==> src/hdl/mta_pkg.sv <==
// Shared types and constants of the multilane traffic automaton.
`default_nettype none
package mta_pkg;

  localparam int CFG_IDX_W  = 3;
  localparam int CFG_DATA_W = 16;

  localparam logic [CFG_IDX_W-1:0] CFG_ROAD_LENGTH = 3'd0;
  localparam logic [CFG_IDX_W-1:0] CFG_LANE_COUNT  = 3'd1;
  localparam logic [CFG_IDX_W-1:0] CFG_TOP_SPEED   = 3'd2;
  localparam logic [CFG_IDX_W-1:0] CFG_SLOWDOWN    = 3'd3;
  localparam logic [CFG_IDX_W-1:0] CFG_LANE_CHANGE = 3'd4;
  localparam logic [CFG_IDX_W-1:0] CFG_RANDOM_SEED = 3'd5;

  localparam logic [1:0] OP_WRITE  = 2'd0;
  localparam logic [1:0] OP_READ   = 2'd1;
  localparam logic [1:0] OP_STEP   = 2'd2;
  localparam logic [1:0] OP_UNUSED = 2'd3;

  localparam logic [1:0] KIND_EMPTY   = 2'd0;
  localparam logic [1:0] KIND_CAR     = 2'd1;
  localparam logic [1:0] KIND_BARRIER = 2'd2;
  localparam logic [1:0] KIND_UNUSED  = 2'd3;

  localparam logic [1:0] MOVE_NONE  = 2'd0;
  localparam logic [1:0] MOVE_DOWN  = 2'd1;
  localparam logic [1:0] MOVE_UP    = 2'd2;

  localparam int          LFSR_W       = 16;
  localparam logic [15:0] SEED_RESET   = 16'd44257;
  localparam logic [12:0] RECIP_100    = 13'd5242;
  localparam int          RECIP_SHIFT  = 19;
  localparam logic [7:0]  PERCENT_BASE = 8'd100;

  typedef struct packed {
    logic [1:0] opcode;
    logic [9:0] cell_pos;
    logic [1:0] cell_lane;
    logic [1:0] cell_kind_in;
    logic [3:0] car_speed_in;
    logic       slow_zone_in;
  } in_item_t;

  typedef struct packed {
    logic [1:0]  cell_kind_out;
    logic [3:0]  car_speed_out;
    logic        slow_zone_out;
    logic [12:0] car_total;
  } out_item_t;

  typedef enum logic [1:0] {
    DR_IDLE,
    DR_MUL,
    DR_SUB,
    DR_DONE
  } draw_st_e;

  typedef enum logic [1:0] {
    SC_OWN,
    SC_LEFT,
    SC_RIGHT
  } scan_e;

  typedef enum logic [5:0] {
    ST_INIT,
    ST_IDLE,
    ST_WR_RD,
    ST_WR_WR,
    ST_OUT_RD,
    ST_OUT_CAP,
    ST_OUT,
    ST_CLR,
    ST_P1_RD,
    ST_P1_CHK,
    ST_SA_RD,
    ST_SA_USE,
    ST_SS_RD,
    ST_SS_USE,
    ST_SB_RD,
    ST_SB_USE,
    ST_DEC,
    ST_RSV,
    ST_DRAW_GO,
    ST_DRAW,
    ST_SL_RD,
    ST_SL_USE,
    ST_P1_WR,
    ST_P2_RD,
    ST_P2_CHK,
    ST_P2_TRD,
    ST_P2_TWR,
    ST_P3_RD,
    ST_P3_CHK,
    ST_P3_MOD,
    ST_P3_JRD,
    ST_P3_JWR,
    ST_P3_CWR
  } state_e;

endpackage
`default_nettype wire

==> src/hdl/mta_draw.sv <==
// Random draw unit: 16-bit LFSR step followed by a reduction modulo 100.
`default_nettype none
module mta_draw (
  input  logic        clk_i,
  input  logic        rst_ni,
  input  logic        seed_load_i,
  input  logic [15:0] seed_i,
  input  logic        start_i,
  output logic        done_o,
  output logic [6:0]  value_o
);
  import mta_pkg::*;

  draw_st_e           st_q, st_d;
  logic [LFSR_W-1:0]  lfsr_q;
  logic [28:0]        prod_q;
  logic [7:0]         rem_q;
  logic               fb;
  logic [9:0]         quot;

  assign fb   = lfsr_q[0] ^ lfsr_q[2] ^ lfsr_q[3] ^ lfsr_q[5];
  assign quot = prod_q[28:RECIP_SHIFT];

  always_comb begin
    st_d = st_q;
    case (st_q)
      DR_IDLE: begin
        if (start_i) begin
          st_d = DR_MUL;
        end
      end
      DR_MUL:  st_d = DR_SUB;
      DR_SUB:  st_d = DR_DONE;
      DR_DONE: st_d = DR_IDLE;
      default: st_d = DR_IDLE;
    endcase
  end

  always_ff @(posedge clk_i or negedge rst_ni) begin
    if (!rst_ni) begin
      st_q   <= DR_IDLE;
      lfsr_q <= SEED_RESET;
    end else begin
      st_q <= st_d;
      if (seed_load_i) begin
        lfsr_q <= seed_i;
      end else if (st_q == DR_IDLE && start_i) begin
        lfsr_q <= {fb, lfsr_q[LFSR_W-1:1]};
      end
    end
  end

  // The reciprocal underestimates the quotient by at most one, so the
  // remainder stays below twice the base and one correction suffices.
  always_ff @(posedge clk_i) begin
    prod_q <= 29'(lfsr_q) * 29'(RECIP_100);
    rem_q  <= 8'(17'(lfsr_q) - 17'(quot) * 17'(PERCENT_BASE));
  end

  assign done_o  = (st_q == DR_DONE);
  assign value_o = (rem_q >= PERCENT_BASE) ? 7'(rem_q - PERCENT_BASE) : 7'(rem_q);

endmodule
`default_nettype wire

==> config.mk <==
export PLATFORM = sky130hd
export DESIGN_NAME = mta_draw
export DESIGN_NICKNAME = d
export VERILOG_FILES = /design/src/hdl/mta_pkg.sv /design/src/hdl/mta_draw.sv
export SDC_FILE = /design/constraint.sdc
export NUM_CORES = 1
export LEC_CHECK = 0
export BUFFER_PORTS_ARGS = -buffer_cell sky130_fd_sc_hd__buf_4
export CAP_MARGIN = 15
export CORE_MARGIN = 2
export CORE_UTILIZATION = 30
export DETAILED_ROUTE_END_ITERATION = 12
export PLACE_DENSITY = 0.46
export SYNTH_ARGS = -nofsm -noshare
export SYNTH_HDL_FRONTEND = slang
export SYNTH_SLANG_ARGS = --single-unit
==> constraint.sdc <==
create_clock -name clk_i -period 4.2 [get_ports clk_i]
set_input_delay 0.63 -clock clk_i [delete_from_list [all_inputs] [get_ports clk_i]]
set_output_delay 0.63 -clock clk_i [all_outputs]
set_load 0.05 [all_outputs]
# Word-level counts from Yosys, hierarchy flattened
# Cells that the tools add are included.
dict set report totals {
  regBits 54
  inputBits 20
  out_inout_bits 8
  word_cells 24
}
dict set report classes {
  addsub 2
  mul 2
  n_lt_le_gt_ge 1
  eq_ne 4
  mux 5
  bitwise_logic 3
  reduce_logical 3
}
# cell count
set op_table {}
lappend op_table {{two-way mux 16 bit} 2}
lappend op_table {{multiplier 16 x 12 -> 28 bit (second input constant)} 1}
lappend op_table {{multiplier 10 x 5 -> 6 bit (second input constant)} 1}
lappend op_table {{>= comparator 8 x 7 -> 1 bit (second input constant)} 1}
lappend op_table {{case mux 2 bit (4 select lines)} 1}
lappend op_table {{subtractor 8 bit} 1}
lappend op_table {{two-way mux 7 bit} 1}
lappend op_table {{subtractor 7 bit (second input constant)} 1}
lappend op_table {{equality test 2 bit (second input constant)} 2}
lappend op_table {{bitwise XOR 1 bit} 3}
lappend op_table {{equality test 2 x 1 -> 1 bit (second input constant)} 1}
lappend op_table {{zero test 2 bit} 1}
lappend op_table {{two-way mux 2 bit} 1}
lappend op_table {{inequality test 2 bit (second input constant)} 1}
lappend op_table {{nonzero test 2 bit} 1}
lappend op_table {{logical AND 1 bit} 1}

# Depth between registers and ports, before layout
dict set report depth {
  depth_word 5
  ltp_mapped 18
  ltp_nobuf 18
}

# Worst setup path before layout
# No wires, ideal clock.
dict set report synth_path {
  path_type {flip-flop to flip-flop}
  startpoint {reg lfsr_q[5]}
  endpoint {reg prod_q[22]}
  setup_time_ns 0.118
  arrival_ns 4.245
  required_ns 4.082
  slack_ns -0.164
  stages_incl_launch_ff 17
  path_buffers 0
  period_less_slack_ns 4.364
  cell_sequence {dfstp_2 inv_1 fa_1 inv_1 ha_1 fa_1 inv_1 fa_1 fa_1 inv_1 ha_1 nand4_1 a2111oi_2 a211oi_1 o311ai_2 a21oi_1 xnor2_1}
}
dict set report synth_between {
  elab_chain_len 1
}
# element line
set synth_lines {}
lappend synth_lines {{start, declared} mta_draw.sv:15} ;# logic [LFSR_W-1:0] lfsr_q;
lappend synth_lines {{start signal, assigned} mta_draw.sv:46} ;# lfsr_q <= seed_i;
lappend synth_lines {{start signal, assigned} mta_draw.sv:48} ;# lfsr_q <= {fb, lfsr_q[LFSR_W-1:1]};
lappend synth_lines {{multiplier 16 x 12 -> 28 bit} mta_draw.sv:56} ;# prod_q <= 29'(lfsr_q) * 29'(RECIP_100);
lappend synth_lines {{end signal, assigned} mta_draw.sv:56}
lappend synth_lines {{end, declared} mta_draw.sv:16} ;# logic [28:0] prod_q;
# No other way between the ends.
# A chain may end at the register's enable or synchronous reset.

# Worst setup path after layout
dict set report layout_path {
  startpoint {reg lfsr_q[6]}
  endpoint {reg prod_q[24]}
}
# The elaborated chain is that of the path after synthesis.

==> results.toml <==
[critical_path]
crit_path_end_kind = "register"
cpMostUsedCell = "fa_1"
worst_ep_required_time_ps = 4360
slowest_stage = "dfstp_2"
reg2reg_depth = 18
path_cells = "inv_2 > fa_1 > inv_1 > ha_2 > fa_1 > inv_2 > fa_1 > fa_1 > inv_2 > ha_4 > nand4_1 > a211oi_2 > buf_4 > o31ai_4 > buf_4 > nor2_4 > nor3_2 > xnor2_1"
worstSetupPathType = "register to register"
cp.arrival_ps = 4430
regToRegSetupSlack_ps = -70
crit_path_start_kind = "register"
timing.critical_path.slowest_cell_delay_ps = 560
critPathTopFamily = "adder cells"
worstPathMaxFanout = 4
reg2reg_from = "lfsr_q[6]"
regToRegEndpoint = "prod_q[24]"
crit_buf_inv = 6

[global_route]
grt_pass1_wl_mm = 17.5
grtUsageTotal_pct = 13.9
grt_max_degree = 32
grt_pass1_vias = 3448
antenna_found_initial = 0
gr-total-overflow = 0

[clocking]
cts-buffers-inserted = 5
cts.htree.levels = 2
clock_sinks = 32
cts_hold_buf = 0
insertion_delay_ps = 290
path_clk_slew_ps = 60
ctsLongestPathBuffers = 2
cts_tree = "built"
cts_root_buf = "clkbuf_16"

[timing]
clock.fmax_mhz = 234
setup_viol = 6
hold_viol = 0
rsz0062_at_grt = "yes"
period_needed_ps = 4270
report.final.slew_viol_count = 0
timing.hold.ws_ps = 212
tightest_slew_ps = 890
worst_slack_ps = -66.3
slew_headroom_pct = 40.5
finalClockSkew_ps = 10.5
min_period_over_period_pct = 102

[finish]
areaGrowthSynthToFinish_pct = 29.9
final_common_cell = "inv_1"
fin_nets = 716
final_cell_mix = "inv_1 (91), buf_4 (90), ha_1 (74)"
antenna_cells = 0
drive_above_1_share_pct = 30.6

[synth]
synth_fp_nets = 623
ys_top_cells_by_area = "fa_1 (27%), ha_1 (26%), inv_1 (8.4%)"
synth.avg_cell_area_um2 = 10.3
syn_area_um2 = 4610
syn_inst = 448
synth_ff_type = "dfxtp_1"
ys_warn_count = 0
synth_edf_count = 0
ys_seq_area_share_pct = 16.1
yosysTopAreaCellShare_pct = 26.5
async_reset_ff_share_pct = 56.3
yosys.area.top_type = "fa_1"
ys_seq_elements = 32
synth_cell_types = 42

[floorplanning]
core_area_um2 = 15100
die_area_um2 = 16400
ios = 28
fp-row-count = 45
fp.dieW_um = 128
initial_core_util_pct = 30.5
die-height_um = 128

[worst_hold_path]
hold_path_class = "input port to async pin"

[drt]
routedWlPerCell_um = 14.2
vias = 3269
postRouteAntennaNets = 0
totalWireLength_mm = 10.4
viasPerCell = 4.48
drc = 0
drtPass1Iterations = 4
drt_iter0_markers = 98

[placed_design]
globalplace.congestion = 0.825
hpwlAfterDp_mm = 9.18
io_buffers = 27

[run_status]
failed_checks = "setup timing"
status = "complete, but fails checks"

[flow_run]
maxCapViolCount = 0
registers in the layout, summed over array words and instances, names as in the netlist:
| name | cells |
|---|---|
| lfsr_q | 16 |
| rem_q | 8 |
| prod_q | 6 |
| st_q | 2 |
final cells by class:
class                   instances  area [um2]
well taps                     188         235
clock buffers                   6         129
inverters                     103         387
fillers                      1510        9110
clock inverters                 2        35.0
multi-input cells             307        3750
flip-flops and latches         32         743
repair buffers                 92         698
metal layers:
layer | track usage [%] | part of all wire [%]
met3 | 2.13 | 3.1
met1 | 19.0 | 47
met4 | 4.14 | 1.7
met5 | 0 | 0
met2 | 22.8 | 49
cells by family (layout without fill, tap and decap cells):
kind of cell | Yosys count | in the layout | share of synthesized area (%)
buffers and inverters | 109 | 203 | 9.07
muxes | 17 | 17 | 3.75
DFF | 32 | 32 | 16.1
xor gates and xnor gates | 26 | 26 | 4.94
adders and majority gates | 155 | 155 | 52.1
AOI/OAI and AO/OA | 64 | 64 | 9.43
and+or+nand+nor | 45 | 45 | 4.67
stage by stage:
stage | instance area, um2 | cells | TNS [ps] | setup WS [ps] | util (%)
3_3_place_gp | 5510 | 716 | -947 | -193 | 36.5
2_1_floorplan | 4660 | 448 | -47.4 | -36.1 | -
6_report | 5980 | 730 | -237 | -66.3 | 39.6
3_5_place_dp | 5510 | 716 | -960 | -248 | 36.5
5_1_grt | 5980 | 730 | -1420 | -298 | 39.6
4_1_cts | 5860 | 727 | -695 | -140 | 38.8
how the worst max path moves through the flow:
stage	from	endpoint	cells after the start
after floorplan	lfsr_q[5]	prod_q[22]	16
after global placement	lfsr_q[10]	prod_q[21]	16
after detailed placement	lfsr_q[6]	prod_q[20]	14
after CTS	lfsr_q[6]	prod_q[24]	18
after global routing	lfsr_q[11]	prod_q[24]	14
final	lfsr_q[6]	prod_q[24]	18
cells in the mapped netlist, types with 2 or more instances:
cell	instances
dfrtp_1	10
o21ai_0	23
dfstp_2	8
nand3_1	2
o211ai_1	3
clkbuf_1	3
inv_1	103
o21a_1	2
mux2i_1	15
nand2_1	26
a211oi_1	3
xnor2_1	24
o2111ai_1	2
and4_1	2
nand4_1	2
mux2_2	2
xor2_1	2
nor3_1	2
a21o_1	4
a21oi_1	14
dfxtp_1	14
buf_4	2
a211oi_2	2
ha_1	94
a211o_1	2
o21bai_1	2
fa_1	61
nor2_1	5
what timing repair did:
item,4_1_cts,5_1_grt
resized for setup,28,23
hold endpoints to repair,0,0
pin swaps,19,22
endpoints found under the setup margin,6,6
setup buffers,3,3
Power is left out: the tool's default activity adds up to more than one toggle a clock period on the data nets, which glitch-free logic cannot reach.
